==> config.mk <==
export PLATFORM = sky130hd
export DESIGN_NAME = minute_to_bucket_averager_unit
export DESIGN_NICKNAME = d
export VERILOG_FILES = /design/src/rtl/mtba_pkg.sv /design/src/rtl/mtba_divider.sv /design/src/rtl/mtba_datapath.sv /design/src/rtl/mtba_controller.sv /design/src/rtl/minute_to_bucket_averager_unit.sv
export SDC_FILE = /design/constraint.sdc
export NUM_CORES = 1
export LEC_CHECK = 0
export CORE_UTILIZATION = 35
export DETAILED_ROUTE_END_ITERATION = 7
export DONT_BUFFER_PORTS = 1
export SYNTH_ARGS = -nofsm -noshare
export SYNTH_HDL_FRONTEND = slang
export SYNTH_SLANG_ARGS = --single-unit
==> constraint.sdc <==
create_clock -name clk -period 10 [get_ports clk]
set_input_delay 1 -clock clk [delete_from_list [all_inputs] [get_ports clk]]
set_output_delay 1 -clock clk [all_outputs]
set_load 0.03 [all_outputs]
==> src/rtl/mtba_pkg.sv <==
package mtba_pkg;

	// Fixed field widths
	localparam int STEPS_W  = 8;
	localparam int PULSE_W  = 8;
	localparam int TOTAL_W  = 14;
	localparam int BUCKET_W = 3;
	localparam int AVG_W    = 8;

	localparam int PULSE_MAX = (1 << PULSE_W) - 1;

	// Hour step total saturates here
	localparam logic [TOTAL_W-1:0] STEP_LIMIT = {TOTAL_W{1'b1}};

	// Controller to datapath commands
	typedef struct packed {
		logic accumulate;   // take the accepted sample
		logic div_start;    // launch divide for current bucket
		logic out_load;     // load result register
		logic next_bucket;  // advance emit index
		logic clear_hour;   // wipe hour state
	} mtba_cmd_t;

	// Datapath to controller status
	typedef struct packed {
		logic div_done;
		logic out_free;
		logic last_bucket;
	} mtba_status_t;

endpackage

==> src/rtl/mtba_divider.sv <==
module mtba_divider
	#(
		parameter int NUM_W = 12,
		parameter int DEN_W = 4
	)
	(
		input  logic             clk,
		input  logic             arst_n,
		input  logic             start,
		input  logic [NUM_W-1:0] num,
		input  logic [DEN_W-1:0] den,
		output logic             done,
		output logic [NUM_W-1:0] quot
	);

	localparam int CNT_W = $clog2(NUM_W + 1);

	logic [NUM_W-1:0] num_q;
	logic [DEN_W-1:0] den_q;
	logic [DEN_W-1:0] rem_q;
	logic [CNT_W-1:0] cnt_q;
	logic             done_q;

	logic [DEN_W:0] trial;
	logic [DEN_W:0] diff;
	logic           ge;

	// One restoring step: bring down the next numerator bit
	always_comb begin
		trial = {rem_q, num_q[NUM_W-1]};
		diff  = trial - {1'b0, den_q};
		ge    = (trial >= {1'b0, den_q});
	end

	// Control: step counter and done pulse
	always_ff @(posedge clk or negedge arst_n) begin
		if (!arst_n) begin
			cnt_q  <= '0;
			done_q <= 1'b0;
		end else begin
			done_q <= 1'b0;
			if (start) begin
				cnt_q <= CNT_W'(NUM_W);
			end else if (cnt_q != '0) begin
				cnt_q <= cnt_q - CNT_W'(1);
				if (cnt_q == CNT_W'(1)) begin
					done_q <= 1'b1;
				end
			end
		end
	end

	// Data: quotient bits shift in where numerator bits leave
	always_ff @(posedge clk) begin
		if (start) begin
			num_q <= num;
			den_q <= den;
			rem_q <= '0;
		end else if (cnt_q != '0) begin
			num_q <= {num_q[NUM_W-2:0], ge};
			rem_q <= ge ? diff[DEN_W-1:0] : trial[DEN_W-1:0];
		end
	end

	assign done = done_q;
	assign quot = num_q;

endmodule

==> src/rtl/mtba_datapath.sv <==
module mtba_datapath
	import mtba_pkg::*;
	#(
		parameter int BUCKET_COUNT       = 6,
		parameter int SAMPLES_PER_BUCKET = 10,
		parameter int MAX_SAMPLES        = 60
	)
	(
		input  logic                clk,
		input  logic                arst_n,
		input  mtba_cmd_t           cmd,
		output mtba_status_t        status,
		input  logic [STEPS_W-1:0]  minute_steps,
		input  logic [PULSE_W-1:0]  minute_pulse,
		input  logic                sample_invalid,
		output logic                out_valid,
		input  logic                out_ready,
		output logic [BUCKET_W-1:0] bucket_number,
		output logic [AVG_W-1:0]    pulse_average,
		output logic [TOTAL_W-1:0]  hour_step_total,
		output logic                final_bucket
	);

	localparam int POS_W = $clog2(MAX_SAMPLES + 1);
	localparam int SUB_W = (SAMPLES_PER_BUCKET > 1) ? $clog2(SAMPLES_PER_BUCKET) : 1;
	localparam int BKT_W = $clog2(BUCKET_COUNT + 1);
	localparam int IDX_W = (BUCKET_COUNT > 1) ? $clog2(BUCKET_COUNT) : 1;
	localparam int SUM_W = $clog2(SAMPLES_PER_BUCKET * PULSE_MAX + 1);
	localparam int CNT_W = $clog2(SAMPLES_PER_BUCKET + 1);

	localparam logic [POS_W-1:0] POS_MAX  = POS_W'(MAX_SAMPLES);
	localparam logic [SUB_W-1:0] SUB_LAST = SUB_W'(SAMPLES_PER_BUCKET - 1);
	localparam logic [BKT_W-1:0] BKT_OUT  = BKT_W'(BUCKET_COUNT);
	localparam logic [IDX_W-1:0] IDX_LAST = IDX_W'(BUCKET_COUNT - 1);

	// Hour state
	logic [POS_W-1:0]   pos_q;
	logic [SUB_W-1:0]   sub_q;
	logic [BKT_W-1:0]   bkt_q;
	logic [TOTAL_W-1:0] step_q;
	logic [SUM_W-1:0]   sums_q   [BUCKET_COUNT];
	logic [CNT_W-1:0]   counts_q [BUCKET_COUNT];

	// Emit side
	logic [IDX_W-1:0]   emit_q;
	logic               den_zero_q;
	logic               out_valid_q;
	logic [BUCKET_W-1:0] bucket_q;
	logic [AVG_W-1:0]   avg_q;
	logic [TOTAL_W-1:0] total_q;
	logic               final_q;

	logic               pos_full;
	logic               bkt_in;
	logic [IDX_W-1:0]   rd_idx;
	logic [SUM_W-1:0]   rd_sum;
	logic [CNT_W-1:0]   rd_cnt;
	logic [TOTAL_W:0]   step_next;
	logic               div_done;
	logic [SUM_W-1:0]   quot;

	// Single read port: bucket in progress while accumulating, emit index otherwise
	always_comb begin
		pos_full  = (pos_q == POS_MAX);
		bkt_in    = (bkt_q < BKT_OUT);
		rd_idx    = cmd.accumulate ? bkt_q[IDX_W-1:0] : emit_q;
		rd_sum    = sums_q[rd_idx];
		rd_cnt    = counts_q[rd_idx];
		step_next = {1'b0, step_q} + (TOTAL_W + 1)'(minute_steps);
	end

	// Position, bucket tracking and step total
	always_ff @(posedge clk or negedge arst_n) begin
		if (!arst_n) begin
			pos_q  <= '0;
			sub_q  <= '0;
			bkt_q  <= '0;
			step_q <= '0;
		end else if (cmd.clear_hour) begin
			pos_q  <= '0;
			sub_q  <= '0;
			bkt_q  <= '0;
			step_q <= '0;
		end else if (cmd.accumulate && !pos_full) begin
			pos_q <= pos_q + POS_W'(1);
			if (sub_q == SUB_LAST) begin
				sub_q <= '0;
				if (bkt_q != BKT_OUT) begin
					bkt_q <= bkt_q + BKT_W'(1);
				end
			end else begin
				sub_q <= sub_q + SUB_W'(1);
			end
			if (!sample_invalid) begin
				step_q <= step_next[TOTAL_W] ? STEP_LIMIT : step_next[TOTAL_W-1:0];
			end
		end
	end

	// Per-bucket pulse sums and reading counts
	always_ff @(posedge clk or negedge arst_n) begin
		if (!arst_n) begin
			for (int i = 0; i < BUCKET_COUNT; i++) begin
				sums_q[i]   <= '0;
				counts_q[i] <= '0;
			end
		end else if (cmd.clear_hour) begin
			for (int i = 0; i < BUCKET_COUNT; i++) begin
				sums_q[i]   <= '0;
				counts_q[i] <= '0;
			end
		end else if (cmd.accumulate && !pos_full && !sample_invalid &&
				minute_pulse != '0 && bkt_in) begin
			sums_q[rd_idx]   <= rd_sum + SUM_W'(minute_pulse);
			counts_q[rd_idx] <= rd_cnt + CNT_W'(1);
		end
	end

	mtba_divider #(
		.NUM_W(SUM_W),
		.DEN_W(CNT_W)
	) u_div (
		.clk   (clk),
		.arst_n(arst_n),
		.start (cmd.div_start),
		.num   (rd_sum),
		.den   (rd_cnt),
		.done  (div_done),
		.quot  (quot)
	);

	// Emit index and empty-bucket flag
	always_ff @(posedge clk or negedge arst_n) begin
		if (!arst_n) begin
			emit_q <= '0;
		end else if (cmd.clear_hour) begin
			emit_q <= '0;
		end else if (cmd.next_bucket) begin
			emit_q <= emit_q + IDX_W'(1);
		end
	end

	always_ff @(posedge clk) begin
		if (cmd.div_start) begin
			den_zero_q <= (rd_cnt == '0);
		end
	end

	// Result register
	always_ff @(posedge clk or negedge arst_n) begin
		if (!arst_n) begin
			out_valid_q <= 1'b0;
		end else if (cmd.out_load) begin
			out_valid_q <= 1'b1;
		end else if (out_ready) begin
			out_valid_q <= 1'b0;
		end
	end

	always_ff @(posedge clk) begin
		if (cmd.out_load) begin
			bucket_q <= BUCKET_W'(emit_q);
			avg_q    <= den_zero_q ? '0 : quot[AVG_W-1:0];
			total_q  <= step_q;
			final_q  <= (emit_q == IDX_LAST);
		end
	end

	assign status.div_done    = div_done;
	assign status.out_free    = !out_valid_q || out_ready;
	assign status.last_bucket = (emit_q == IDX_LAST);

	assign out_valid       = out_valid_q;
	assign bucket_number   = bucket_q;
	assign pulse_average   = avg_q;
	assign hour_step_total = total_q;
	assign final_bucket    = final_q;

endmodule

==> src/rtl/mtba_controller.sv <==
module mtba_controller
	import mtba_pkg::*;
	(
		input  logic         clk,
		input  logic         arst_n,
		input  logic         in_valid,
		output logic         in_ready,
		input  logic         hour_done,
		input  mtba_status_t status,
		output mtba_cmd_t    cmd
	);

	typedef enum logic [1:0] {
		ST_IDLE,
		ST_DIV_START,
		ST_DIV_RUN,
		ST_EMIT
	} state_t;

	state_t state_q;
	logic   accept;

	assign in_ready = (state_q == ST_IDLE);
	assign accept   = in_valid && in_ready;

	// Command decode
	always_comb begin
		cmd = '0;
		unique case (state_q)
			ST_IDLE:      cmd.accumulate = accept;
			ST_DIV_START: cmd.div_start  = 1'b1;
			ST_DIV_RUN:   cmd            = '0;
			ST_EMIT: begin
				cmd.out_load    = status.out_free;
				cmd.clear_hour  = status.out_free && status.last_bucket;
				cmd.next_bucket = status.out_free && !status.last_bucket;
			end
			default:      cmd            = '0;
		endcase
	end

	// State register
	always_ff @(posedge clk or negedge arst_n) begin
		if (!arst_n) begin
			state_q <= ST_IDLE;
		end else begin
			unique case (state_q)
				ST_IDLE: begin
					if (accept && hour_done) begin
						state_q <= ST_DIV_START;
					end
				end
				ST_DIV_START: state_q <= ST_DIV_RUN;
				ST_DIV_RUN: begin
					if (status.div_done) begin
						state_q <= ST_EMIT;
					end
				end
				ST_EMIT: begin
					if (status.out_free) begin
						state_q <= status.last_bucket ? ST_IDLE : ST_DIV_START;
					end
				end
				default: state_q <= ST_IDLE;
			endcase
		end
	end

endmodule

==> src/rtl/minute_to_bucket_averager_unit.sv <==
// Ordinary minute sample: accepted while idle; the next sample may follow the cycle after.
// Sample marked hour_done: one result per bucket; each bucket takes a divide in the
// shared bit-serial divider, and input is not taken again until the last bucket's
// result is loaded. The first result is loaded from ST_EMIT after ST_DIV_START and
// ST_DIV_RUN; output stalls add on.
// arst_n low clears all hour sums, counts, position and the result valid at once.
module minute_to_bucket_averager_unit
	import mtba_pkg::*;
	#(
		parameter int BUCKET_COUNT       = 6,
		parameter int SAMPLES_PER_BUCKET = 10,
		parameter int MAX_SAMPLES        = 60
	)
	(
		input  logic                clk,
		input  logic                arst_n,
		input  logic                in_valid,
		output logic                in_ready,
		input  logic [STEPS_W-1:0]  minute_steps,
		input  logic [PULSE_W-1:0]  minute_pulse,
		input  logic                sample_invalid,
		input  logic                hour_done,
		output logic                out_valid,
		input  logic                out_ready,
		output logic [BUCKET_W-1:0] bucket_number,
		output logic [AVG_W-1:0]    pulse_average,
		output logic [TOTAL_W-1:0]  hour_step_total,
		output logic                final_bucket
	);

	mtba_cmd_t    cmd;
	mtba_status_t status;

	mtba_controller u_ctrl (
		.clk      (clk),
		.arst_n   (arst_n),
		.in_valid (in_valid),
		.in_ready (in_ready),
		.hour_done(hour_done),
		.status   (status),
		.cmd      (cmd)
	);

	mtba_datapath #(
		.BUCKET_COUNT      (BUCKET_COUNT),
		.SAMPLES_PER_BUCKET(SAMPLES_PER_BUCKET),
		.MAX_SAMPLES       (MAX_SAMPLES)
	) u_dp (
		.clk            (clk),
		.arst_n         (arst_n),
		.cmd            (cmd),
		.status         (status),
		.minute_steps   (minute_steps),
		.minute_pulse   (minute_pulse),
		.sample_invalid (sample_invalid),
		.out_valid      (out_valid),
		.out_ready      (out_ready),
		.bucket_number  (bucket_number),
		.pulse_average  (pulse_average),
		.hour_step_total(hour_step_total),
		.final_bucket   (final_bucket)
	);

endmodule

---- Yosys cells after proc, flatten, opt, wreduce, memory -nomap -nowiden ----
Index checks and enable logic that the tools add are counted.
word-level totals
  input bits .............................. 22
  output and inout port bits .............. 28
  logic and storage cells ................. 133
  bits in registers ....................... 181
cells by class
  order comparisons ....................... 4
  reduce and logical (&&, ||, !) cells .... 28
  eq/ne operators ......................... 12
  mux-type cells .......................... 50
  bitwise gates (word level) .............. 1
  add/sub/neg operators ................... 9
operators with widths
  cell                                         number
  two-way mux 72 bit                           2
  bitwise mux 72 bit                           1
  two-way mux 12 bit                           5
  two-way mux 14 bit                           4
  two-way mux 24 bit                           2
  binary-select mux 12 bit (select 3 bit)      1
  demux 12 bit (select 3 bit)                  1
  two-way mux 4 bit                            9
  bitwise mux 24 bit                           1
  two-way mux 3 bit                            8
  adder 14 x 8 -> 15 bit                       1
  nonzero test 2 bit                           7
  adder 12 x 8 -> 12 bit                       1
  binary-select mux 4 bit (select 3 bit)       1
  demux 4 bit (select 3 bit)                   1
  two-way mux 6 bit                            2
  logical AND 1 bit                            9
  adder 4 x 1 -> 4 bit, second input constant  2
  two-way mux 1 bit                            8
  one-hot mux 2 bit (4 select lines)           1
  nonzero test 8 bit                           1
  adder 3 x 1 -> 3 bit, second input constant  2
  adder 6 x 1 -> 6 bit, second input constant  1
  == test 6 bit, second input constant         1
  23 further kinds                             32

---- Depth between registers and ports, before layout ----
  depth after elaboration ................. 12
  gate-level depth with buffers ........... 19
  gate-level depth less buffers ........... 17

---- Hierarchy ----
A second synthesis with hierarchy kept.
second synthesis, totals
  cells, all modules ...................... 794
  area total of the unflattened synthesis .. 9,014.9 um^2
modules (own cells, without submodules)
  module           times used  area an instance (um^2)  cells an instance  sequential area each (um^2)
  mtba_datapath    1           7,547.2                  671                3,988.8
  mtba_divider     1           1,256.2                  102                685.7
  mtba_controller  1           211.5                    21                 50.0

---- Least setup slack after synthesis ----
Ideal clock, no wire load.
  kind .................................... input to register
  start point ............................. input port in_valid
  end point ............................... register u_dp.sums_q[10] (netlist bit)
  setup time .............................. 67 ps
  data required time ...................... 9,933 ps
  stages .................................. 18
  arrival time ............................ 4,115 ps
  path buffers ............................ 3
  path slack .............................. 5,818 ps
  cells stage by stage .................... buf_6 -> and3_1 -> buf_4 -> nor2_4 -> buf_4 -> mux2_2 -> a21oi_1 -> a221oi_1 -> ha_1 -> inv_1 -> fa_1 -> nor2b_1 -> o21a_1 -> o21ai_0 -> a21oi_1 -> o221ai_1 -> xnor2_1 -> a22o_1
between the ends
  longest elaborated chain between the ends .. 11
  elaborated cells between the ends (all ways) .. 21
  classes of those cells .................. add/sub: 1; order compare: 2; mux: 10; bitwise: 1; reduce/logical: 7
ends and longest elaborated chain
  what                                                                                  line                                       text
  from (decl)                                                                           minute_to_bucket_averager_unit.sv:17       input logic in_valid,
  logical AND 1 bit *                                                                   mtba_controller.sv:24                      assign accept = in_valid && in_ready;
  two-way mux 1 bit *                                                                   mtba_controller.sv:29                      unique case (state_q)
  two-way mux 3 bit                                                                     mtba_datapath.sv:66                        rd_idx = cmd.accumulate ? bkt_q[IDX_W-1:0] : emit_q;
  NOT 3 -> 4 bit (implied by the code)                                                  mtba_datapath.sv:67, mtba_datapath.sv:114
  binary-select mux 12 bit (select 3 bit), or another cell as far along                 mtba_datapath.sv:67                        rd_sum = sums_q[rd_idx];
  two-way mux 12 bit (implied by the code) / logical AND 1 bit (equally long branches)  mtba_datapath.sv:67, mtba_datapath.sv:114
  two-way mux 12 bit, on equally long branches                                          mtba_datapath.sv:67, mtba_datapath.sv:114
  adder 12 x 8 -> 12 bit / demux 12 bit (select 3 bit) (equally long branches)          mtba_datapath.sv:114                       sums_q[rd_idx] <= rd_sum + SUM_W'(minute_pulse);
  bitwise mux 72 bit                                                                    mtba_datapath.sv:114
  two-way mux 72 bit                                                                    mtba_datapath.sv:112                       end else if (cmd.accumulate && !pos_full && !sample_invalid &&
  two-way mux 72 bit                                                                    mtba_datapath.sv:107                       end else if (cmd.clear_hour) begin
  to (signal, indexed assignment)                                                       mtba_datapath.sv:114
  to (decl)                                                                             mtba_datapath.sv:41                        logic [SUM_W-1:0] sums_q [BUCKET_COUNT];
Mark *: on every way between the ends. The rest lies on a longest branch, timed or not. The select of a mux whose other input is x is not followed.
A chain may end at the register's enable or synchronous reset.

---- Worst setup path in the final report ----
  start point ............................. register u_ctrl.state_q[0]
  end point ............................... register u_dp.sums_q[58] (netlist bit)
between the ends
  longest elaborated chain between the ends .. 12
  elaborated cells between the ends (all ways) .. 24
  classes of those cells .................. add/sub: 1; order compare: 2; eq/ne: 1; mux: 11; bitwise: 1; reduce/logical: 8
ends and longest elaborated chain
  what                                                                                  line                                       text
  from (decl)                                                                           mtba_controller.sv:20                      state_t state_q;
  from (signal assigned)                                                                mtba_controller.sv:61                      state_q <= status.last_bucket ? ST_IDLE : ST_DIV_START;
  zero test 2 bit *                                                                     mtba_controller.sv:23                      assign in_ready = (state_q == ST_IDLE);
  net in_ready                                                                          minute_to_bucket_averager_unit.sv:18       output logic in_ready,
  logical AND 1 bit                                                                     mtba_controller.sv:24
  two-way mux 1 bit *                                                                   mtba_controller.sv:29
  two-way mux 3 bit                                                                     mtba_datapath.sv:66
  NOT 3 -> 4 bit (implied by the code)                                                  mtba_datapath.sv:67, mtba_datapath.sv:114
  binary-select mux 12 bit (select 3 bit), or another cell as far along                 mtba_datapath.sv:67
  two-way mux 12 bit (implied by the code) / logical AND 1 bit (equally long branches)  mtba_datapath.sv:67, mtba_datapath.sv:114
  two-way mux 12 bit, on equally long branches                                          mtba_datapath.sv:67, mtba_datapath.sv:114
  adder 12 x 8 -> 12 bit / demux 12 bit (select 3 bit) (equally long branches)          mtba_datapath.sv:114
  bitwise mux 72 bit                                                                    mtba_datapath.sv:114
  two-way mux 72 bit                                                                    mtba_datapath.sv:112
  two-way mux 72 bit                                                                    mtba_datapath.sv:107
Mark *: on every way through the listed nets, which the timed path passes. The rest lies on a longest branch. The select of a mux whose other input is x is not followed.

==> flow_summary.toml <==
[outcome]
status = "completed"

[die]
initial_core_util_pct = 35.9
die_w_um = 163
die_area_um2 = 26600
pin_count = 50
core_um2 = 25300
die_height_um = 163
rows = 58

[placement]
place_area_um2 = 9440
post-place-ws_ns = 4.77
dp_hpwl_um = 15300
gp_congestion = 0.861
portBuffers = 0

[sta]
fin_skew_ns = 0.0132
fmax_mhz = 188
hold_viol = 0
post-route-period-util_pct = 53.2
worst_slack_ns = 4.68
tns_ns = 0
maxSlewViolCount = 0
rsz0062_at_grt = "false"
min_period_ns = 5.32
setup_viol = 0
tightest_slew_ns = 1.18
max_slew_margin_pct = 20.9

[clocking]
clk_pin_slew_ns = 0.08
cts-buffers-inserted = 17
cts.sinks = 181
clock_tree.root_cell = "clkbuf_16"
h-tree-depth = 4
ctsResizeCount = 0
holdBufCountCts = 0
clk_latency_ns = 0.44
cts_setup_buffers = 0
clockBufferDepth = 2
tritoncts = "yes"

[worst_setup_path]
r2r-end = "u_dp.sums_q[58]"
endpoint_kind = "flop"
crit_chain = "inv_1 > ha_1 > nand2_1 > a21boi_1 > o221ai_1 > a221oi_1 > inv_1 > fa_1 > nor2b_1 > o21a_1 > o21ai_0 > a21oi_1 > o221ai_1 > xnor2_1 > a22o_1"
path_buf_inv = 2
crit_fanout = 16
ff2ff_path_depth = 15
arrival_ns = 5.69
r2r-start = "u_ctrl.state_q[0]"
crit_family = "compound AO/OA/AOI/OAI gates"
crit_path_start = "u_ctrl.state_q[0]"
crit_type = "flop to flop"
r2r_slack_ns = 4.68
slowest_stage = "a21boi_1"
start_kind = "flop"
cp.required_ns = 10.37
critPathMaxStageDelay_ns = 0.86

[global_route]
grt_pass1_vias = 6380
overflow = 0
grt_max_degree = 135
antenna_found_initial = 0
track_usage_pct = 18.7
grt_first_pass_wirelength_um = 37800

[logic_synthesis]
async_flop_share_pct = 74.0
synth-compound-area-share_pct = 21.0
synth_xor_area_share_pct = 2.77
synth_edf_count = 43
synth_adder_area_share_pct = 5.48
synth.area.mux_share_pct = 4.63
synth_area_um2 = 9090
synth_area_per_cell_um2 = 11.1
yosysWarnings = 0
synthSimpleGateAreaFrac_pct = 10.4
syn-instance-count = 816
synth_top_family_by_area = "compound AO/OA/AOI/OAI gates"
ys_seq_area_share_pct = 52.0
synth_ff_type = "dfrtp_1"
mappedNetlistNets = 876
synth_cell_types = 72
ys_ff_latch = 181

[routing]
viasPerCell = 5.69
first_pass_iters = 5
wirelength_um = 23700
drc_errors = 0
detail-route-antenna-nets = 0
wl_per_cell_um = 20.6
dr.first_iter.drc_count = 638
via_count = 6565

[finish]
n_antenna_cell = 0
final_cell_area_um2 = 10000
drive_gt1_share_pct = 9.72
area_delta_synth_final_pct = 10.1
layout.nets = 870

[power]
peakVddDrop_mv = 0.157
p_leak_nw = 4.29
powerDensity_nw_per_um2 = 356

[min_path]
hp-class = "primary input to asynchronous set/reset pin"

[job]
max_cap_violations = 0
-- routing by layer --
metal | up-vias | track usage (%) | share of wire (%)
li1 | 3007 | - | -
met1 | 3266 | 26.8 | 46
met2 | 258 | 28.0 | 44
met3 | 34 | 3.66 | 7.4
met4 | 0 | 6.75 | 2.0
met5 | - | 0 | 0
-- worst reg2reg max path: cells and delay by family (launching register included) --
kind            cells  cell delay (ns)
simple gates        2             0.45
flops               1             0.43
compound gates      8             2.46
buf+inv             2             0.24
xor+xnor            1             0.46
fa+ha+maj           2             1.21
-- state kept, by name, summed over array words and instances, names as in the netlist, 4 cells and up --
name / count
u_dp.step_q: 14
u_dp.u_div.den_q: 4
u_dp.u_div.rem_q: 4
u_dp.sub_q: 4
u_dp.u_div.cnt_q: 4
u_dp.sums_q: 72
u_dp.pulse_average: 8
u_dp.pos_q: 6
u_dp.hour_step_total: 14
u_dp.u_div.quot: 12
u_dp.counts_q: 24
-- through the flow --
stage	total power [mW]	hold slack [ns]	utilization (%)	cells
finish	3.56	0.251	39.5	1153
global placement	2.87	0.464	37.3	1121
floorplan	2.45	0.423	-	816
detailed placement	2.89	0.461	37.3	1121
global route	3.79	0.236	39.5	1153
CTS	3.56	0.242	39.5	1153
-- synthesized netlist by cell type, types with 4 or more instances --
cell / instances / area [um2]
mux2i_1: 27 / 270
nor2_1: 62 / 233
and3_1: 5 / 31.3
nand4_1: 5 / 31.3
nand2b_1: 8 / 50.1
a31oi_1: 14 / 87.6
a22o_1: 81 / 709
nor2b_1: 15 / 93.8
nand2_1: 55 / 206
xor2_1: 11 / 96.3
buf_2: 5 / 25.0
or3_1: 4 / 25.0
edfxtp_1: 43 / 1290
dfxtp_1: 4 / 80.1
o21a_1: 9 / 67.6
clkbuf_1: 28 / 105
nand3_1: 19 / 95.1
dfrtp_1: 134 / 3350
o22ai_1: 5 / 31.3
and2_1: 5 / 31.3
a21o_1: 6 / 45.0
o221ai_1: 4 / 35.0
ha_1: 35 / 438
o21ai_0: 34 / 170
buf_4: 4 / 30.0
a21oi_1: 31 / 155
nor3_1: 7 / 35.0
xnor2_1: 14 / 123
nand4b_1: 4 / 35.0
a22oi_1: 4 / 30.0
a211oi_1: 6 / 45.0
inv_1: 40 / 150
o21ai_1: 4 / 20.0
mux2_2: 12 / 135
a221oi_1: 8 / 70.1
o31ai_1: 6 / 45.0
-- worst max path at each step --
stage                           end  cells past startpoint  slack (ns)
detailed placement  u_dp.sums_q[70]                     15        4.77
CTS                 u_dp.sums_q[58]                     15        4.72
floorplan           u_dp.sums_q[10]                     18        5.82
global route        u_dp.sums_q[34]                     15        4.19
global placement    u_dp.sums_q[34]                     15        4.93
finish              u_dp.sums_q[58]                     15        4.68
-- cells in the final DEF, fill, tap and decap left out, types with 4 or more instances in the layout --
cell / count
and3_1: 5
xor2_1: 11
inv_6: 5
dfxtp_1: 4
nor2_1: 59
a21oi_1: 31
o21a_1: 9
nand3_1: 19
o221ai_1: 4
a22oi_1: 4
a21o_1: 6
and2_1: 5
mux2_2: 12
or3_1: 4
o22ai_1: 5
o21ai_1: 4
edfxtp_1: 43
a211oi_1: 6
nand2b_1: 8
a22o_1: 81
a221oi_1: 8
mux2i_1: 27
xnor2_1: 14
nand4b_1: 4
nand4_1: 5
clkbuf_16: 17
dfrtp_1: 134
nor2b_1: 15
nor3_1: 7
buf_4: 14
ha_1: 35
nand2_1: 55
inv_1: 40
o21ai_0: 34
o31ai_1: 6
a31oi_1: 13
-- report_power, final --
part           switching (mW)  total, mW  internal, mW  leakage [nW]
combinational           0.975       1.58         0.606          1.81
clock                   0.312      0.662         0.350         0.273
sequential              0.256       1.32          1.06          2.22
-- cell families after synthesis --
group           Yosys count
compound gates          251
xor+xnor                 27
fa+ha+maj                38
buf+inv                  80
flops                   181
mux                      40
simple gates            199
-- cell type report --
type | instances | area [um2]
fill | 2435 | 15300
sequential | 181 | 4720
multi-input combinational | 555 | 4040
clock buffer | 17 | 425
tap | 330 | 413
inverter | 41 | 154
clock inverter | 15 | 145
timing repair buffer | 14 | 105
Note: power is estimated with default switching activity, not from simulation.
